File: src/lbcd_pkg.sv
// ----------------------------------------------------------------------------
// lbcd_pkg
// Shared types and codes of the LRU buffer cache directory.
// ----------------------------------------------------------------------------
`timescale 1ns / 1ps

package lbcd_pkg;

  localparam int LBCD_NUM_BUFFERS = 32;
  localparam int LBCD_SLOT_W      = 5;
  localparam int LBCD_COUNT_W     = 8;

  localparam logic [LBCD_COUNT_W-1:0] COUNT_MAX = 8'hFF;

  // commands
  localparam logic [2:0] CMD_GET        = 3'd0;
  localparam logic [2:0] CMD_RELEASE    = 3'd1;
  localparam logic [2:0] CMD_PIN        = 3'd2;
  localparam logic [2:0] CMD_UNPIN      = 3'd3;
  localparam logic [2:0] CMD_MARK_VALID = 3'd4;

  // result status
  localparam logic [1:0] ST_OK     = 2'd0;
  localparam logic [1:0] ST_NOFREE = 2'd1;
  localparam logic [1:0] ST_ZERO   = 2'd2;
  localparam logic [1:0] ST_SAT    = 2'd3;

  typedef struct packed {
    logic [2:0]             command;
    logic [7:0]             device;
    logic [31:0]            block_number;
    logic [LBCD_SLOT_W-1:0] slot;
  } lbcd_req_t;

  typedef struct packed {
    logic [LBCD_SLOT_W-1:0]  result_slot;
    logic                    hit;
    logic                    needs_fill;
    logic [LBCD_COUNT_W-1:0] ref_count_out;
    logic [1:0]              status;
  } lbcd_rsp_t;

  // one directory entry: tag and reference count
  typedef struct packed {
    logic [7:0]              device;
    logic [31:0]             block_number;
    logic [LBCD_COUNT_W-1:0] count;
  } lbcd_entry_t;

  // controller to datapath
  typedef struct packed {
    logic capture;
    logic get_scan;
    logic op_read;
    logic finish;
    logic mtf_scan;
  } lbcd_cmd_t;

  // datapath to controller
  typedef struct packed {
    logic in_get;
    logic in_op;
    logic scan_done;
    logic mtf_need;
    logic mtf_done;
    logic rsp_free;
  } lbcd_status_t;

endpackage

File: src/lru_buffer_cache_directory.sv
// ----------------------------------------------------------------------------
// lru_buffer_cache_directory
// Buffer cache directory with reference counts and LRU slot recycling.
// ----------------------------------------------------------------------------
// One command is handled at a time. A get walks the recency list from the MRU
// end through a two-deep read pipeline (list memory, then tag memory) and
// stops early on a tag hit. Release, pin and unpin read the slot's tag entry,
// then write back the new count; mark_valid sets its data-valid mark. A release
// that drops a count to zero then walks the list again to move the slot to the
// MRU end, one list entry per cycle, before the next command is taken. The
// result sits in an output register, so the next command is accepted while a
// result waits. Reset needs no clearing pass: per-slot written marks make
// untouched tag entries read zero, an untouched list counts down from the top.
// ----------------------------------------------------------------------------
`timescale 1ns / 1ps

module lru_buffer_cache_directory
  import lbcd_pkg::*;
#(
  parameter int NUM_BUFFERS = LBCD_NUM_BUFFERS
) (
  input  logic      clk,
  input  logic      rst,
  input  logic      req_valid,
  output logic      req_ready,
  input  lbcd_req_t req_data,
  output logic      rsp_valid,
  input  logic      rsp_ready,
  output lbcd_rsp_t rsp_data
);

  lbcd_cmd_t    cmd;
  lbcd_status_t status;

  lbcd_ctrl u_ctrl (
    .clk       (clk),
    .rst       (rst),
    .req_valid (req_valid),
    .req_ready (req_ready),
    .status    (status),
    .cmd       (cmd)
  );

  lbcd_dpath #(
    .NUM_BUFFERS (NUM_BUFFERS)
  ) u_dpath (
    .clk       (clk),
    .rst       (rst),
    .req_data  (req_data),
    .cmd       (cmd),
    .status    (status),
    .rsp_valid (rsp_valid),
    .rsp_ready (rsp_ready),
    .rsp_data  (rsp_data)
  );

endmodule

File: src/lbcd_ctrl.sv
// ----------------------------------------------------------------------------
// lbcd_ctrl
// Sequencer of the directory: dispatches one command and steps its scans.
// ----------------------------------------------------------------------------
`timescale 1ns / 1ps

module lbcd_ctrl
  import lbcd_pkg::*;
(
  input  logic         clk,
  input  logic         rst,
  input  logic         req_valid,
  output logic         req_ready,
  input  lbcd_status_t status,
  output lbcd_cmd_t    cmd
);

  localparam logic [2:0] S_IDLE  = 3'd0;
  localparam logic [2:0] S_GSCAN = 3'd1;
  localparam logic [2:0] S_OPRD  = 3'd2;
  localparam logic [2:0] S_FIN   = 3'd3;
  localparam logic [2:0] S_MTF   = 3'd4;

  logic [2:0] state;
  logic [2:0] state_next;

  assign req_ready = (state == S_IDLE);

  always_comb begin
    state_next = state;
    cmd        = '0;
    case (state)
      S_IDLE: begin
        if (req_valid) begin
          cmd.capture = 1'b1;
          if (status.in_get) begin
            state_next = S_GSCAN;
          end else if (status.in_op) begin
            state_next = S_OPRD;
          end else begin
            state_next = S_FIN;
          end
        end
      end
      S_GSCAN: begin
        cmd.get_scan = 1'b1;
        if (status.scan_done) begin
          state_next = S_FIN;
        end
      end
      S_OPRD: begin
        cmd.op_read = 1'b1;
        state_next  = S_FIN;
      end
      S_FIN: begin
        // hold until the output register can take the beat
        if (status.rsp_free) begin
          cmd.finish = 1'b1;
          state_next = status.mtf_need ? S_MTF : S_IDLE;
        end
      end
      S_MTF: begin
        cmd.mtf_scan = 1'b1;
        if (status.mtf_done) begin
          state_next = S_IDLE;
        end
      end
      default: begin
        state_next = S_IDLE;
      end
    endcase
  end

  always_ff @(posedge clk) begin
    if (rst) begin
      state <= S_IDLE;
    end else begin
      state <= state_next;
    end
  end

endmodule

File: src/lbcd_dpath.sv
// ----------------------------------------------------------------------------
// lbcd_dpath
// Directory storage, recency list walk, count update and result register.
// ----------------------------------------------------------------------------
`timescale 1ns / 1ps

module lbcd_dpath
  import lbcd_pkg::*;
#(
  parameter int NUM_BUFFERS = LBCD_NUM_BUFFERS
) (
  input  logic         clk,
  input  logic         rst,
  input  lbcd_req_t    req_data,
  input  lbcd_cmd_t    cmd,
  output lbcd_status_t status,
  output logic         rsp_valid,
  input  logic         rsp_ready,
  output lbcd_rsp_t    rsp_data
);

  localparam int SW = (NUM_BUFFERS > 1) ? $clog2(NUM_BUFFERS) : 1;
  localparam logic [SW:0]   NB       = (SW+1)'(NUM_BUFFERS);
  localparam logic [SW-1:0] LAST_IDX = SW'(NUM_BUFFERS - 1);

  // captured request
  lbcd_req_t   req;
  logic        req_get;
  logic        req_op;
  logic [SW-1:0] req_idx;

  // storage
  lbcd_entry_t tag_mem [NUM_BUFFERS];
  logic [SW-1:0] ord_mem [NUM_BUFFERS];
  logic [NUM_BUFFERS-1:0] tag_written;
  logic [NUM_BUFFERS-1:0] ord_written;
  logic [NUM_BUFFERS-1:0] data_valid;

  // tag memory ports
  logic        tag_re;
  logic [SW-1:0] tag_ra;
  lbcd_entry_t tag_q;
  logic        tag_wr_q;
  logic [SW-1:0] tag_slot_q;
  lbcd_entry_t tag_eff;
  logic        tag_we;
  logic [SW-1:0] tag_wa;
  lbcd_entry_t tag_wd;

  // order memory ports
  logic        ord_re;
  logic [SW-1:0] ord_q;
  logic        ord_wr_q;
  logic [SW-1:0] ord_pos_q;
  logic [SW-1:0] ord_eff;
  logic        ord_we;

  // walk state
  logic [SW:0] pos_rd;
  logic        ovalid;
  logic        tvalid;
  logic        found;
  logic [SW-1:0] found_slot;
  lbcd_entry_t hit_word;
  logic        free_found;
  logic [SW-1:0] free_slot;
  logic [SW-1:0] carry;
  logic        mtf_done;
  logic        tag_match;

  // finish
  logic        dv_set;
  logic        dv_clr;
  logic [LBCD_COUNT_W-1:0] cnt;
  logic [LBCD_COUNT_W-1:0] newc;
  lbcd_rsp_t   rsp_next;

  assign req_idx = SW'(req.slot);

  // ---------------------------------------------------------------- decode
  always_comb begin
    status.in_get    = (req_data.command == CMD_GET);
    status.in_op     = (req_data.command != CMD_GET) && (req_data.command <= CMD_MARK_VALID)
                       && (32'(req_data.slot) < NUM_BUFFERS);
    status.scan_done = found || ((pos_rd == NB) && !ovalid && !tvalid);
    status.mtf_need  = req_op && (req.command == CMD_RELEASE) && (tag_eff.count == 8'd1);
    status.mtf_done  = mtf_done;
    status.rsp_free  = !rsp_valid || rsp_ready;
  end

  always_ff @(posedge clk) begin
    if (cmd.capture) begin
      req     <= req_data;
      req_get <= status.in_get;
      req_op  <= status.in_op;
    end
  end

  // ---------------------------------------------------------------- memories
  assign ord_re  = (pos_rd < NB) &&
                   ((cmd.get_scan && !found) || (cmd.mtf_scan && !mtf_done));
  assign ord_eff = ord_wr_q ? ord_q : (LAST_IDX - ord_pos_q);
  assign ord_we  = cmd.mtf_scan && ovalid && !mtf_done;

  always_ff @(posedge clk) begin
    if (ord_we) begin
      ord_mem[ord_pos_q] <= carry;
    end
    if (ord_re) begin
      ord_q     <= ord_mem[pos_rd[SW-1:0]];
      ord_wr_q  <= ord_written[pos_rd[SW-1:0]];
      ord_pos_q <= pos_rd[SW-1:0];
    end
  end

  assign tag_re  = (cmd.get_scan && ovalid) || cmd.op_read;
  assign tag_ra  = cmd.get_scan ? ord_eff : req_idx;
  assign tag_eff = tag_wr_q ? tag_q : '0;

  always_ff @(posedge clk) begin
    if (tag_we) begin
      tag_mem[tag_wa] <= tag_wd;
    end
    if (tag_re) begin
      tag_q      <= tag_mem[tag_ra];
      tag_wr_q   <= tag_written[tag_ra];
      tag_slot_q <= tag_ra;
    end
  end

  always_ff @(posedge clk) begin
    if (rst) begin
      tag_written <= '0;
      ord_written <= '0;
      data_valid  <= '0;
    end else begin
      if (tag_we) begin
        tag_written[tag_wa] <= 1'b1;
      end
      if (ord_we) begin
        ord_written[ord_pos_q] <= 1'b1;
      end
      if (cmd.finish && dv_clr) begin
        data_valid[tag_wa] <= 1'b0;
      end
      if (cmd.finish && dv_set) begin
        data_valid[req_idx] <= 1'b1;
      end
    end
  end

  // ---------------------------------------------------------------- walk
  assign tag_match = (tag_eff.device == req.device) &&
                     (tag_eff.block_number == req.block_number);

  always_ff @(posedge clk) begin
    if (rst || cmd.capture) begin
      pos_rd     <= '0;
      ovalid     <= 1'b0;
      tvalid     <= 1'b0;
      found      <= 1'b0;
      free_found <= 1'b0;
      mtf_done   <= 1'b0;
    end else begin
      if (ord_re) begin
        pos_rd <= pos_rd + 1'b1;
      end
      ovalid <= ord_re;
      tvalid <= cmd.get_scan && ovalid;
      // first tag match from the mru end wins, the last free slot is the lru one
      if (cmd.get_scan && tvalid && !found) begin
        if (tag_match) begin
          found <= 1'b1;
        end else if (tag_eff.count == '0) begin
          free_found <= 1'b1;
        end
      end
      // shift the list down by one until the released slot is reached
      if (ord_we && (ord_eff == req_idx)) begin
        mtf_done <= 1'b1;
      end
    end
  end

  always_ff @(posedge clk) begin
    if (cmd.capture) begin
      carry <= SW'(req_data.slot);
    end else if (ord_we) begin
      carry <= ord_eff;
    end
    if (cmd.get_scan && tvalid && !found) begin
      if (tag_match) begin
        found_slot <= tag_slot_q;
        hit_word   <= tag_eff;
      end else if (tag_eff.count == '0) begin
        free_slot <= tag_slot_q;
      end
    end
  end

  // ---------------------------------------------------------------- finish
  always_comb begin
    tag_we   = 1'b0;
    tag_wa   = req_idx;
    tag_wd   = tag_eff;
    dv_set   = 1'b0;
    dv_clr   = 1'b0;
    cnt      = tag_eff.count;
    newc     = cnt;
    rsp_next = '{result_slot: req.slot, hit: 1'b0, needs_fill: 1'b0,
                 ref_count_out: '0, status: ST_OK};
    if (req_get) begin
      if (found) begin
        cnt    = hit_word.count;
        newc   = (cnt == COUNT_MAX) ? cnt : cnt + 1'b1;
        tag_we = 1'b1;
        tag_wa = found_slot;
        tag_wd = '{device: hit_word.device, block_number: hit_word.block_number,
                   count: newc};
        rsp_next = '{result_slot: LBCD_SLOT_W'(found_slot), hit: 1'b1,
                     needs_fill: !data_valid[found_slot], ref_count_out: newc,
                     status: (cnt == COUNT_MAX) ? ST_SAT : ST_OK};
      end else if (free_found) begin
        tag_we = 1'b1;
        tag_wa = free_slot;
        tag_wd = '{device: req.device, block_number: req.block_number, count: 8'd1};
        dv_clr = 1'b1;
        rsp_next = '{result_slot: LBCD_SLOT_W'(free_slot), hit: 1'b0, needs_fill: 1'b1,
                     ref_count_out: 8'd1, status: ST_OK};
      end else begin
        rsp_next = '{result_slot: '0, hit: 1'b0, needs_fill: 1'b0,
                     ref_count_out: '0, status: ST_NOFREE};
      end
    end else if (req_op) begin
      case (req.command)
        CMD_RELEASE, CMD_UNPIN: begin
          if (cnt == '0) begin
            rsp_next.status = ST_ZERO;
          end else begin
            newc   = cnt - 1'b1;
            tag_we = 1'b1;
            tag_wd.count = newc;
            rsp_next.ref_count_out = newc;
          end
        end
        CMD_PIN: begin
          if (cnt == COUNT_MAX) begin
            rsp_next.ref_count_out = cnt;
            rsp_next.status        = ST_SAT;
          end else begin
            newc   = cnt + 1'b1;
            tag_we = 1'b1;
            tag_wd.count = newc;
            rsp_next.ref_count_out = newc;
          end
        end
        CMD_MARK_VALID: begin
          dv_set = 1'b1;
          rsp_next.ref_count_out = cnt;
        end
        default: begin
          rsp_next.ref_count_out = '0;
        end
      endcase
    end
    tag_we = tag_we && cmd.finish;
  end

  // ---------------------------------------------------------------- output
  always_ff @(posedge clk) begin
    if (rst) begin
      rsp_valid <= 1'b0;
    end else if (cmd.finish) begin
      rsp_valid <= 1'b1;
    end else if (rsp_ready) begin
      rsp_valid <= 1'b0;
    end
  end

  always_ff @(posedge clk) begin
    if (cmd.finish) begin
      rsp_data <= rsp_next;
    end
  end

endmodule

File: config.mk
export PLATFORM = sky130hd
export DESIGN_NAME = lru_buffer_cache_directory
export DESIGN_NICKNAME = d
export VERILOG_FILES = /design/src/lbcd_pkg.sv /design/src/lru_buffer_cache_directory.sv /design/src/lbcd_ctrl.sv /design/src/lbcd_dpath.sv
export SDC_FILE = /design/constraint.sdc
export NUM_CORES = 2
export LEC_CHECK = 0
export BUFFER_PORTS_ARGS = -buffer_cell sky130_fd_sc_hd__buf_2
export CAP_MARGIN = 30
export CELL_PAD_IN_SITES_DETAIL_PLACEMENT = 0
export CELL_PAD_IN_SITES_GLOBAL_PLACEMENT = 2
export CORE_MARGIN = 4
export CORE_UTILIZATION = 35
export CTS_BUF_LIST = sky130_fd_sc_hd__clkbuf_16
export CTS_CLUSTER_DIAMETER = 60
export DETAILED_ROUTE_END_ITERATION = 8
export PLACE_DENSITY = 0.7
export SLEW_MARGIN = 15
export SYNTH_ARGS = -nofsm -noshare
export SYNTH_HDL_FRONTEND = slang
export SYNTH_HIERARCHICAL = 1
export SYNTH_SLANG_ARGS = --single-unit
File: constraint.sdc
create_clock -name clk -period 5.4 [get_ports clk]
set_input_delay 1.62 -clock clk [delete_from_list [all_inputs] [get_ports clk]]
set_output_delay 1.62 -clock clk [all_outputs]
set_load 0.05 [all_outputs]
==> impl_metrics.json <==
{
  "wl_per_cell_um": 27.3,
  "grt_antenna_before_repair": 7,
  "syn_nets": 5609,
  "cts_setup_buffers": 0,
  "outcome": "completed",
  "slowest_delay_ns": 0.65,
  "firstDrtPassIters": 8,
  "rr_endpoint": "u_dpath/tag_q[42]$_DFFE_PP_",
  "relSlewSlack": 0.225,
  "yosys_most_used_dff": "edfxtp_1",
  "final_common_cell": "edfxtp_1",
  "drtAntennaViolNets": 0,
  "drt_drc_violations_left": 0,
  "slew_viol_final": 0,
  "finalInstanceArea_um2": 92900,
  "grt_pass1_wl_um": 346000,
  "synthTopCellsByArea": "edfxtp_1 70%, a221oi_1 3.6%, nand2_1 3.4%",
  "hold_slack_ns": 0.448,
  "routabilityCongestion": 0.797,
  "htreeDepth": 4,
  "multi_input_area_um2": 20500,
  "dp_hpwl_um": 143000,
  "yosysWarnings": 6,
  "clockBufferDepth": 3,
  "final_cell_mix": "1891 x edfxtp_1, 738 x nand2_1, 384 x and2_1, 339 x a31oi_1, 338 x a221oi_1",
  "layout_min_cycle_time_ns": 4.53,
  "port-buffer-count": 70,
  "synth_edf_count": 1891,
  "dieArea_um2": 240000,
  "avgSynthCellArea_um2": 14.7,
  "cts_tree": "done",
  "die_w_um": 490,
  "worst-r2r-setup-slack_ns": 0.87,
  "fin_crit_sh": 0.839,
  "clk_latency_ns": 0.87,
  "num_vias": 49200,
  "io_pins": 71,
  "ir_drop_uv": 484,
  "floorplan.die.height_um": 490,
  "min-delay-start": "u_dpath/tag_slot_q[1]$_DFFE_PP_",
  "endpoint_kind": "register",
  "cts-root-buf": "clkbuf_16",
  "synthCells": 5550,
  "hold_buffers": 0,
  "required_ns": 6.00,
  "clock_skew_ns": 0.0856,
  "area_growth_pct": 14.1,
  "cts_resized": 0,
  "dpl_cell_area_um2": 86000,
  "gr-usage-all-layers": 0.194,
  "postRouteWirelength_um": 241000,
  "ff_latch_area_um2": 59000,
  "p_per_area_nw_per_um2": 545,
  "cp_max_fo": 125,
  "clk_pin_slew_ns": 0.06,
  "p_leak_nw": 30.3,
  "vias_per_cell": 5.58,
  "grt_max_degree": 175,
  "critPathKind": "register to register",
  "finalSetupViolations": 0,
  "startpoint": "u_ctrl/state[0]$_SDFFE_PP0P_",
  "hold_depth": 0,
  "synth_top_area_frac": 0.698,
  "core-area_um2": 231000,
  "clock.fmax_ghz": 0.221,
  "ys_seq_elements": 2002,
  "yosysUniqueCellTypes": 84,
  "slowest_stage": "dfxtp_1",
  "numPlacedInstances": 8425,
  "hold_viol": 0,
  "path_cells": "nor3b_2 -> buf_4 -> nor2b_2 -> a31oi_4 -> inv_16 -> buf_12 -> a221oi_1 -> a31oi_1 -> o22ai_1 -> nor4_2",
  "hp-class": "register to register",
  "drv_cap": 0,
  "start_util": 0.353,
  "post-place-ws_ns": 0.716,
  "grt_overflow": 0,
  "worst_slew_pin_slew_ns": 1.16,
  "core.rowCount": 176,
  "rsz0062_at_grt": "no",
  "netlist_area_um2": 81400,
  "tns_ns": 0,
  "yosys.area.top_type": "edfxtp_1",
  "final_nets": 5675,
  "cts-buffers-inserted": 208,
  "r2r_start": "u_ctrl/state[0]$_SDFFE_PP0P_",
  "startpoint_type": "register",
  "reg2reg_depth": 10,
  "drive_gt1_frac": 0.133,
  "first_iter_violations": 4805,
  "grt_pass1_vias": 47700,
  "n_fill_cell": 21100,
  "stdcell_count": 8818,
  "ys_seq_area_frac": 0.725,
  "critPathArrivalTime_ns": 5.13,
  "clock_sinks": 2002,
  "async_flop_share": 0,
  "min_to": "u_dpath/found_slot[1]$_DFFE_PP_",
  "setup_slack_ns": 0.868
}
through the flow:
stage          utilization  total power [mW]
4_1_cts              0.402              51.0
3_5_place_dp         0.372              36.9
3_3_place_gp         0.372              36.7
6_report             0.402              50.6
5_1_grt              0.402              52.7
2_1_floorplan            -              30.2
final cells by class:
type / count / share of cell area
clock inverter: 177 / 0.0167
antenna: 1 / 0.0000269
tap: 3026 / 0.0408
clock buffer: 208 / 0.0561
sequential: 2002 / 0.635
multi-input combinational: 3045 / 0.221
timing repair buffer: 264 / 0.0262
inverter: 95 / 0.00402
worst max path at each step:
stage	to	slack, ns	depth (start not counted)
global placement	u_dpath/tag_mem[9][18]$_DFFE_PP_	0.70	11
CTS	u_dpath/tag_q[24]$_DFFE_PP_	1.21	10
detailed placement	u_dpath/tag_mem[9][18]$_DFFE_PP_	0.72	11
floorplan	u_dpath/tag_mem[25][0]$_DFFE_PP_	-0.09	7
global route	u_dpath/tag_q[24]$_DFFE_PP_	0.84	10
finish	u_dpath/tag_q[42]$_DFFE_PP_	0.87	10
flip-flops by register name, summed over array words and instances (netlist names), 6 cells and up:
register / cells
u_dpath/tag_q: 48
u_dpath/pos_rd: 6
u_dpath/rsp_data: 17
u_dpath/ord_mem: 160
u_dpath/ord_written: 32
u_dpath/req: 43
u_dpath/hit_word: 48
u_dpath/data_valid: 32
u_dpath/tag_mem: 1536
u_dpath/tag_written: 32
cells by family (layout without fill, tap and decap cells):
family / after synthesis / in the layout / synth area share
mux: 251 / 251 / 0.0421
buf+inv: 503 / 744 / 0.0284
fa+ha+maj: 7 / 7 / 0.00108
xor+xnor: 35 / 35 / 0.00377
other cells: 0 / 1 / 0
compound gates: 1171 / 1171 / 0.103
simple gates: 1581 / 1581 / 0.0970
flops: 2002 / 2002 / 0.725
power breakdown:
group | leakage [nW] | total (mW) | internal, mW | switching [mW]
logic | 8.66 | 15.9 | 4.73 | 11.2
registers | 18.2 | 20.6 | 19.7 | 0.938
clock network | 3.48 | 14.1 | 7.91 | 6.17
total | 30.3 | 50.6 | 32.3 | 18.3
synth_stat cells (7+ instances only):
cell	count
mux2i_1	168
and3_1	8
buf_1	8
a21oi_1	25
nor4bb_1	11
nand4_1	18
nand3_1	50
a31oi_1	339
a221oi_1	338
nand3b_1	18
nor3_1	7
a22oi_1	23
nor4_2	49
nor2_1	199
a22o_1	7
nand2_1	741
xnor2_1	20
buf_4	28
buf_2	145
mux2_2	10
nor2b_1	41
edfxtp_1	1891
o22ai_1	238
o21ai_0	102
xor2_1	15
a222oi_1	40
and2_1	386
mux4_2	72
nand2b_1	13
o211ai_1	8
dfxtp_1	111
inv_1	91
buf_6	17
clkbuf_1	204
ha_1	7
routing by layer:
metal,vias up,part of all wire,global-route usage
li1,21800,-,-
met1,25500,0.43,0.267
met2,1499,0.49,0.325
met3,321,0.049,0.0218
met4,0,0.028,0.0570
met5,-,0,0
critical path: cells and delay by family, from the launching register on:
kind	cells	cell delay, ns
AOI/OAI and AO/OA	4	1.72
buffers and inverters	3	1.03
DFF	1	0.65
and+or+nand+nor	3	0.45
(Power assumes the default switching activity.)
